## src/rtl/hsvc_pkg.sv

```systemverilog
`timescale 1ns / 1ps

package hsvc_pkg;

  // Channel format and hue resolution
  localparam int CHANNEL_BITS  = 8;
  localparam int HUE_FRAC_BITS = 6;

  localparam int CHAN_FULL = (1 << CHANNEL_BITS) - 1;

  // Hue angles in 1/(2^HUE_FRAC_BITS) degree
  localparam int DEG60  = 60 << HUE_FRAC_BITS;
  localparam int DEG120 = 2 * DEG60;
  localparam int DEG240 = 4 * DEG60;
  localparam int DEG360 = 360 << HUE_FRAC_BITS;

  localparam int HUE_W    = $clog2(DEG360);
  localparam int DEG60_W  = $clog2(DEG60 + 1);

  // Quotient bits per divider; both quotients (saturation <= full scale,
  // hue offset <= 60 degrees) fit, so every numerator is below divisor << QUOT_W.
  localparam int QUOT_W = (CHANNEL_BITS > DEG60_W) ? CHANNEL_BITS : DEG60_W;
  localparam int NUM_W  = CHANNEL_BITS + QUOT_W;

  typedef enum logic [1:0] {
    SECT_RED   = 2'd0,
    SECT_GREEN = 2'd1,
    SECT_BLUE  = 2'd2
  } sector_e;

  // One divider lane: partial remainder, dividend bits shifting out while
  // quotient bits shift in, and the divisor.
  typedef struct packed {
    logic [CHANNEL_BITS-1:0] rem;
    logic [QUOT_W-1:0]       bits;
    logic [CHANNEL_BITS-1:0] div;
  } div_lane_t;

  typedef struct packed {
    div_lane_t               sat;
    div_lane_t               hue;
    sector_e                 sector;
    logic                    neg;
    logic                    gray;
    logic [CHANNEL_BITS-1:0] value;
  } cell_word_t;

  // One restoring-division step: shift in next dividend bit, trial subtract.
  function automatic div_lane_t div_step(div_lane_t l);
    logic [CHANNEL_BITS:0] trial;
    logic [CHANNEL_BITS:0] dvs;
    logic [CHANNEL_BITS:0] sub;
    logic                  ge;
    div_lane_t             res;
    trial = {l.rem, l.bits[QUOT_W-1]};
    dvs   = {1'b0, l.div};
    sub   = trial - dvs;
    ge    = (trial >= dvs);
    res.rem  = ge ? sub[CHANNEL_BITS-1:0] : trial[CHANNEL_BITS-1:0];
    res.bits = {l.bits[QUOT_W-2:0], ge};
    res.div  = l.div;
    return res;
  endfunction

endpackage

```

## src/rtl/hsvc_pix_if.sv

```systemverilog
`timescale 1ns / 1ps

interface hsvc_pix_if;
  import hsvc_pkg::*;

  logic                    valid;
  logic                    ready;
  logic [CHANNEL_BITS-1:0] red;
  logic [CHANNEL_BITS-1:0] green;
  logic [CHANNEL_BITS-1:0] blue;

  modport source (output valid, output red, output green, output blue, input ready);
  modport sink   (input valid, input red, input green, input blue, output ready);
endinterface

```

## src/rtl/hsvc_hsv_if.sv

```systemverilog
`timescale 1ns / 1ps

interface hsvc_hsv_if;
  import hsvc_pkg::*;

  logic                    valid;
  logic                    ready;
  logic [HUE_W-1:0]        hue;
  logic [CHANNEL_BITS-1:0] saturation;
  logic [CHANNEL_BITS-1:0] value;

  modport source (output valid, output hue, output saturation, output value, input ready);
  modport sink   (input valid, input hue, input saturation, input value, output ready);
endinterface

```

## src/rtl/hsvc_prep.sv

```systemverilog
`timescale 1ns / 1ps

module hsvc_prep (
  input  logic                clk_i,
  input  logic                rst_ni,
  hsvc_pix_if.sink            pix_i,
  output logic                valid_o,
  input  logic                ready_i,
  output hsvc_pkg::cell_word_t word_o
);
  import hsvc_pkg::*;

  logic                    valid_q, valid_d;
  cell_word_t              word_q, word_d;
  logic                    load;
  logic [CHANNEL_BITS-1:0] r, g, b, hi, lo, rg_hi, rg_lo, delta, op_a, op_b, mag;
  logic [NUM_W-1:0]        sat_num, hue_num;

  assign load        = !valid_q || ready_i;
  assign pix_i.ready = load;

  always_comb begin
    r = pix_i.red;
    g = pix_i.green;
    b = pix_i.blue;
    rg_hi = (r > g) ? r : g;
    rg_lo = (r < g) ? r : g;
    hi    = (rg_hi > b) ? rg_hi : b;
    lo    = (rg_lo < b) ? rg_lo : b;
    delta = hi - lo;

    // Sector by maximum; red wins ties, then green
    if (r >= hi) begin
      word_d.sector = SECT_RED;
      op_a = g;
      op_b = b;
    end else if (g >= hi) begin
      word_d.sector = SECT_GREEN;
      op_a = b;
      op_b = r;
    end else begin
      word_d.sector = SECT_BLUE;
      op_a = r;
      op_b = g;
    end
    word_d.neg = (op_a < op_b);
    mag        = word_d.neg ? (op_b - op_a) : (op_a - op_b);

    sat_num = NUM_W'(CHAN_FULL) * NUM_W'(delta);
    hue_num = NUM_W'(DEG60) * NUM_W'(mag);

    word_d.sat.rem  = sat_num[NUM_W-1:QUOT_W];
    word_d.sat.bits = sat_num[QUOT_W-1:0];
    word_d.sat.div  = hi;
    word_d.hue.rem  = hue_num[NUM_W-1:QUOT_W];
    word_d.hue.bits = hue_num[QUOT_W-1:0];
    word_d.hue.div  = delta;
    word_d.gray     = (delta == '0);
    word_d.value    = hi;

    valid_d = load ? pix_i.valid : valid_q;
  end

  always_ff @(posedge clk_i or negedge rst_ni) begin
    if (!rst_ni) begin
      valid_q <= 1'b0;
    end else begin
      valid_q <= valid_d;
    end
  end

  always_ff @(posedge clk_i) begin
    if (load && pix_i.valid) begin
      word_q <= word_d;
    end
  end

  assign valid_o = valid_q;
  assign word_o  = word_q;
endmodule

```

## src/rtl/hsvc_div_cell.sv

```systemverilog
`timescale 1ns / 1ps

module hsvc_div_cell (
  input  logic                 clk_i,
  input  logic                 rst_ni,
  input  logic                 valid_i,
  output logic                 ready_o,
  input  hsvc_pkg::cell_word_t word_i,
  output logic                 valid_o,
  input  logic                 ready_i,
  output hsvc_pkg::cell_word_t word_o
);
  import hsvc_pkg::*;

  logic       valid_q, valid_d;
  cell_word_t word_q, word_d;

  assign ready_o = !valid_q || ready_i;

  always_comb begin
    word_d     = word_i;
    word_d.sat = div_step(word_i.sat);
    word_d.hue = div_step(word_i.hue);
    valid_d    = ready_o ? valid_i : valid_q;
  end

  always_ff @(posedge clk_i or negedge rst_ni) begin
    if (!rst_ni) begin
      valid_q <= 1'b0;
    end else begin
      valid_q <= valid_d;
    end
  end

  // Advance only when the slot frees up
  always_ff @(posedge clk_i) begin
    if (ready_o && valid_i) begin
      word_q <= word_d;
    end
  end

  assign valid_o = valid_q;
  assign word_o  = word_q;
endmodule

```

## src/rtl/hsvc_finish.sv

```systemverilog
`timescale 1ns / 1ps

module hsvc_finish (
  input  logic                 clk_i,
  input  logic                 rst_ni,
  input  logic                 valid_i,
  output logic                 ready_o,
  input  hsvc_pkg::cell_word_t word_i,
  hsvc_hsv_if.source           hsv_o
);
  import hsvc_pkg::*;

  logic                    valid_q, valid_d;
  logic [HUE_W-1:0]        hue_q, hue_d, q_hue, base;
  logic [CHANNEL_BITS-1:0] sat_q, sat_d, val_q;

  assign ready_o = !valid_q || hsv_o.ready;

  always_comb begin
    q_hue = HUE_W'(word_i.hue.bits);
    case (word_i.sector)
      SECT_RED:   base = '0;
      SECT_GREEN: base = HUE_W'(DEG120);
      default:    base = HUE_W'(DEG240);
    endcase

    // Red sector with a negative offset wraps around the full circle
    if (word_i.neg) begin
      if ((word_i.sector == SECT_RED) && (q_hue != '0)) begin
        hue_d = HUE_W'(DEG360) - q_hue;
      end else begin
        hue_d = base - q_hue;
      end
    end else begin
      hue_d = base + q_hue;
    end
    sat_d = word_i.sat.bits[CHANNEL_BITS-1:0];

    if (word_i.gray) begin
      hue_d = '0;
      sat_d = '0;
    end
    valid_d = ready_o ? valid_i : valid_q;
  end

  always_ff @(posedge clk_i or negedge rst_ni) begin
    if (!rst_ni) begin
      valid_q <= 1'b0;
    end else begin
      valid_q <= valid_d;
    end
  end

  // Hold the word while the receiver stalls
  always_ff @(posedge clk_i) begin
    if (ready_o && valid_i) begin
      hue_q <= hue_d;
      sat_q <= sat_d;
      val_q <= word_i.value;
    end
  end

  assign hsv_o.valid      = valid_q;
  assign hsv_o.hue        = hue_q;
  assign hsv_o.saturation = sat_q;
  assign hsv_o.value      = val_q;
endmodule

```

## src/rtl/rgb_to_hsv_converter_unit.sv

```systemverilog
`timescale 1ns / 1ps

// RGB to HSV converter.
// pix_i takes one pixel word (red, green, blue, unsigned) per valid/ready
// handshake; hsv_o returns one word per pixel, in order: value (largest
// channel), saturation = floor(full_scale * delta / max) and hue in 1/64
// degree (0..359.98 deg), both zero for a gray pixel.
// Structure: a prep stage finds max/min, the hue sector and the two scaled
// numerators; then a row of QUOT_W identical division cells (12 at the
// default widths), each retiring one quotient bit of the saturation divider
// and one of the hue divider and handing the word to its neighbor; a finish
// stage adds the sector base, wraps negative hues and registers the result.
// Throughput: one pixel a cycle while the receiver keeps hsv_o.ready high.
// Every stage has its own valid bit and takes a new word whenever it is
// empty or its successor advances, so a stalled receiver only backs up the
// words behind it; empty slots still fill and pix_i.ready drops only once
// the whole row is full. Reset clears all valid bits; no state is kept
// between pixels.
module rgb_to_hsv_converter_unit (
  input  logic       clk_i,
  input  logic       rst_ni,
  hsvc_pix_if.sink   pix_i,
  hsvc_hsv_if.source hsv_o
);
  import hsvc_pkg::*;

  // Slot k feeds cell k; slot QUOT_W feeds the finish stage
  logic       stage_valid [QUOT_W+1];
  logic       stage_ready [QUOT_W+1];
  cell_word_t stage_word  [QUOT_W+1];

  hsvc_prep u_prep (
    .clk_i   (clk_i),
    .rst_ni  (rst_ni),
    .pix_i   (pix_i),
    .valid_o (stage_valid[0]),
    .ready_i (stage_ready[0]),
    .word_o  (stage_word[0])
  );

  for (genvar k = 0; k < QUOT_W; k++) begin : g_cell
    hsvc_div_cell u_cell (
      .clk_i   (clk_i),
      .rst_ni  (rst_ni),
      .valid_i (stage_valid[k]),
      .ready_o (stage_ready[k]),
      .word_i  (stage_word[k]),
      .valid_o (stage_valid[k+1]),
      .ready_i (stage_ready[k+1]),
      .word_o  (stage_word[k+1])
    );
  end

  hsvc_finish u_finish (
    .clk_i   (clk_i),
    .rst_ni  (rst_ni),
    .valid_i (stage_valid[QUOT_W]),
    .ready_o (stage_ready[QUOT_W]),
    .word_i  (stage_word[QUOT_W]),
    .hsv_o   (hsv_o)
  );
endmodule
```

## src/flat_wrapper.sv

```systemverilog
// flat-port wrapper written by rule: the top's interface ports become plain ports
module rgb_to_hsv_converter_unit_flat import hsvc_pkg::*;
  (clk_i, rst_ni, pix_i_valid, pix_i_red, pix_i_green, pix_i_blue, pix_i_ready, hsv_o_valid, hsv_o_hue, hsv_o_saturation, hsv_o_value, hsv_o_ready);
  hsvc_pix_if pix_i_i ();
  hsvc_hsv_if hsv_o_i ();
  input  logic clk_i;
  input  logic rst_ni;
  input wire logic [$bits(pix_i_i.valid)-1:0] pix_i_valid;
  input wire logic [$bits(pix_i_i.red)-1:0] pix_i_red;
  input wire logic [$bits(pix_i_i.green)-1:0] pix_i_green;
  input wire logic [$bits(pix_i_i.blue)-1:0] pix_i_blue;
  output wire logic [$bits(pix_i_i.ready)-1:0] pix_i_ready;
  output wire logic [$bits(hsv_o_i.valid)-1:0] hsv_o_valid;
  output wire logic [$bits(hsv_o_i.hue)-1:0] hsv_o_hue;
  output wire logic [$bits(hsv_o_i.saturation)-1:0] hsv_o_saturation;
  output wire logic [$bits(hsv_o_i.value)-1:0] hsv_o_value;
  input wire logic [$bits(hsv_o_i.ready)-1:0] hsv_o_ready;
  assign pix_i_i.valid = pix_i_valid;
  assign pix_i_i.red = pix_i_red;
  assign pix_i_i.green = pix_i_green;
  assign pix_i_i.blue = pix_i_blue;
  assign pix_i_ready = pix_i_i.ready;
  assign hsv_o_valid = hsv_o_i.valid;
  assign hsv_o_hue = hsv_o_i.hue;
  assign hsv_o_saturation = hsv_o_i.saturation;
  assign hsv_o_value = hsv_o_i.value;
  assign hsv_o_i.ready = hsv_o_ready;
  rgb_to_hsv_converter_unit u_core (.clk_i(clk_i), .rst_ni(rst_ni), .pix_i(pix_i_i), .hsv_o(hsv_o_i));
endmodule
```

## config.mk

```make
export PLATFORM = sky130hd
export DESIGN_NAME = rgb_to_hsv_converter_unit_flat
export DESIGN_NICKNAME = d
export VERILOG_FILES = /design/src/rtl/hsvc_pkg.sv /design/src/rtl/hsvc_pix_if.sv /design/src/rtl/hsvc_hsv_if.sv /design/src/rtl/hsvc_prep.sv /design/src/rtl/hsvc_div_cell.sv /design/src/rtl/hsvc_finish.sv /design/src/rtl/rgb_to_hsv_converter_unit.sv /design/src/flat_wrapper.sv
export SDC_FILE = /design/constraint.sdc
export NUM_CORES = 1
export LEC_CHECK = 0
export ABC_AREA = 0
export BUFFER_PORTS_ARGS = -buffer_cell sky130_fd_sc_hd__buf_2
export CAP_MARGIN = 25
export CORE_ASPECT_RATIO = 0.5
export CORE_MARGIN = 8
export CORE_UTILIZATION = 55
export CTS_CLUSTER_DIAMETER = 150
export DETAILED_ROUTE_END_ITERATION = 6
export GPL_TIMING_DRIVEN = 1
export PLACE_DENSITY = 0.81
export REMOVE_ABC_BUFFERS = 1
export SETUP_SLACK_MARGIN = 0.4
export SLEW_MARGIN = 20
export SYNTH_ARGS = -nofsm -noshare
export SYNTH_HDL_FRONTEND = slang
export SYNTH_HIERARCHICAL = 1
export SYNTH_SLANG_ARGS = --single-unit
```

## constraint.sdc

```tcl
create_clock -name clk_i -period 7.2 [get_ports clk_i]
set_clock_uncertainty 0.2 [all_clocks]
set_input_delay 0.36 -clock clk_i [delete_from_list [all_inputs] [get_ports clk_i]]
set_output_delay 0.36 -clock clk_i [all_outputs]
set_load 0.01 [all_outputs]
```

==> metrics.md <==
| Metric | Value |
|---|---|
| H-tree Lvls | `3` |
| Reg area | `0.02497 sq mm` |
| Area of the multi-input gates | `0.01657 sq mm` |
| Drt drc | `0` |
| Final Hold Viols | `0` |
| Final #Nets | `3962` |
| Total Wirelength | `82750 um` |
| Post-route worst setup slack | `-1791 ps` |
| Port Buffers | `60` |
| Unrepaired setup endpoints after global routing | `true` |
| Max Slew Vio Count | `0` |
| RD Place Congestion | `0.8892` |
| Slowest stage delay, CP | `580 ps` |
| Initial core utilization | `55.21%` |
| Non-Filler Instances | `4667` |
| CTS Buf Count | `75` |
| Clk buf depth | `3` |
| Placed Cells | `4453` |
| DIE WIDTH | `around 400 um` |
| Area grow syn2layout | `17.68%` |
| Initial drt markers | `1600` |
| Min cycle time layout | `8991 ps` |
| CP Data Arrival Time | `9170 ps` |
| N_diodes | `0` |
| Outcome | `complete, but fails checks` |
| Site Rows | `72` |
| Final-report setup violation count | `18` |
| Worst setup path category | `input pin to register` |
| Crit. End Element | `register` |
| Pre-Repair DR Iteration Count | `5` |
| Pre-CTS setup slack | `-2687 ps` |
| First-pass GRT wire length | `128700 um` |
| All-Layer GR Usage | `17.79%` |
| Worst setup SP type | `input pin` |
| Critical Path Fanout Max | `7` |
| Clock transition at path regs | `~70 ps` |
| HPWL after DPL | `between 50000 and 60000 um` |
| Crit share post-route | `124.9%` |
| Syn. warnings | `6` |
| Vias in the first global route | `26610` |
| Synth Area per Inst | `about 13 sq um` |
| Vias per inst | `approximately 5.5` |
| DR vias | `25860` |
| Final ANT Viol Nets | `0` |
| Min-Delay Path Class | `register to register` |
| Core ar. | `0.07675 sq mm` |
| Synthesized cell area | `0.04237 sq mm` |
| IO Pins | `61` |
| Clk root buf | `clkbuf_16` |
| WL/cell | `17.73 um` |
| Initial antenna violation count | `0` |
| Layout cells sized above 1 | `a little under a quarter` |
| Filler instances | `slightly above 5000` |
| Die Y | `212.3 um` |
| Worst-Margin Slew | `904.4 ps` |
| Failing checks | `setup timing` |
| # clock sinks | `834` |
| CTS tree | `built` |
| Grt ovf | `0` |
| Slew Limit Headroom | `39.71%` |
| F_max | `~110 MHz` |
| Die area | `0.08672 sq mm` |
| CP max stage cell | `fa_1` |
| Clk Latency, worst-skew pair | `630 ps` |
| Synth Instances | `approximately 3200` |
| Max-Cap Viols | `0` |
| Largest net degree at the start of global routing | `68` |
| CP required | `7380 ps` |
## final cells by class
type	instances	area share, %
Clock buffer	93	4.110
Multi-Input combinational cell	1885	33.22
Tap cell	1036	2.599
Clock inverter	47	1.122
Timing Repair Buffer	364	5.764
Inverter	408	3.101
Sequential cell	834	50.08
## worst max-delay path, delay by kind of cell
family	cells	cell delay [ps]
compound gates	22	3670
fa+ha+maj	6	1940
xor+xnor	3	500
buf+inv	10	1160
simple gates	10	1420
mux	1	110
## final timing paths
kind / cells after the start / from / slack [ps] / to
worst max-delay path: 52 / pix_i_green[1] / -1790 / u_core/u_prep/word_o[39]$_DFFE_PP_
worst min-delay path: 0 / u_core/g_cell[5].u_cell/word_o[6]$_DFFE_PP_ / 210 / u_core/g_cell[6].u_cell/word_o[6]$_DFFE_PP_
worst max register to register: 16 / u_core/u_finish/hsv_o.valid$_DFFE_PN0N_ / 3230 / u_core/u_prep/word_o[6]$_DFFE_PP_
worst min register to register: 0 / u_core/g_cell[5].u_cell/word_o[6]$_DFFE_PP_ / 210 / u_core/g_cell[6].u_cell/word_o[6]$_DFFE_PP_
max in group asynchronous: 3 / rst_ni / 5590 / u_core/g_cell[5].u_cell/valid_o$_DFFE_PN0N_
min in group asynchronous: 3 / rst_ni / 720 / u_core/g_cell[7].u_cell/valid_o$_DFFE_PN0N_
## through the flow
stage          instance area, sq um  TNS [ps]  hold slack [ps]  util (%)
5_1_grt                       49870    -24600            214.4     64.97
4_1_cts                       49020    -17720            193.2     63.86
6_report                      49870    -19600            205.1     64.97
2_1_floorplan                 42110    -46460           -135.6         -
3_5_place_dp                  45480    -37390            106.0     59.26
3_3_place_gp                  45480    -32020            79.11     59.26
## metal layers
layer | vias up | routed length (um) | track usage, %
li1 | 12430 | - | -
met1 | 12520 | 33850 | 21.02
met2 | 708 | 42680 | 32.93
met3 | 203 | 3294 | 2.919
met4 | 0 | 2927 | 6.419
met5 | - | 0 | 0
## registers in the layout (all words and copies together) (netlist names)
| name | count |
|---|---|
| u_core/u_finish/hsv_o.saturation | 8 |
| u_core/g_cell.u_cell/valid_o | 12 |
| u_core/u_prep/word_o | 47 |
| u_core/u_finish/hsv_o.hue | 15 |
| u_core/g_cell.u_cell/word_o | 742 |
| u_core/u_finish/hsv_o.value | 8 |
| u_core/u_prep/valid_o | 1 |
| u_core/u_finish/hsv_o.valid | 1 |
## cells in the final DEF (no fill, tap or decap), drive strengths merged, types with 38 or more instances in the layout
| master | instances |
|---|---|
| a21o | 78 |
| nor3 | 74 |
| ha | 307 |
| fa | 59 |
| o21a | 38 |
| o21ai | 107 |
| a21oi | 170 |
| nand2b | 68 |
| inv | 412 |
| nor2b | 52 |
| edfxtp | 820 |
| mux2 | 116 |
| mux2i | 77 |
| buf | 360 |
| nor2 | 139 |
| nand2 | 100 |
| nand3 | 61 |
| clkbuf | 93 |
| xnor2 | 87 |
## what timing repair did
item,CTS,global route
cloned,3,0
pin swaps,98,85
hold buffers,4,0
endpoints found under the setup margin,21,22
endpoints found under the hold margin,16,0
buffers inserted,35,32
resized for setup,123,132
Power is not shown: default switching activity piles up to over one toggle a cycle in this logic, so the estimate is an artifact.
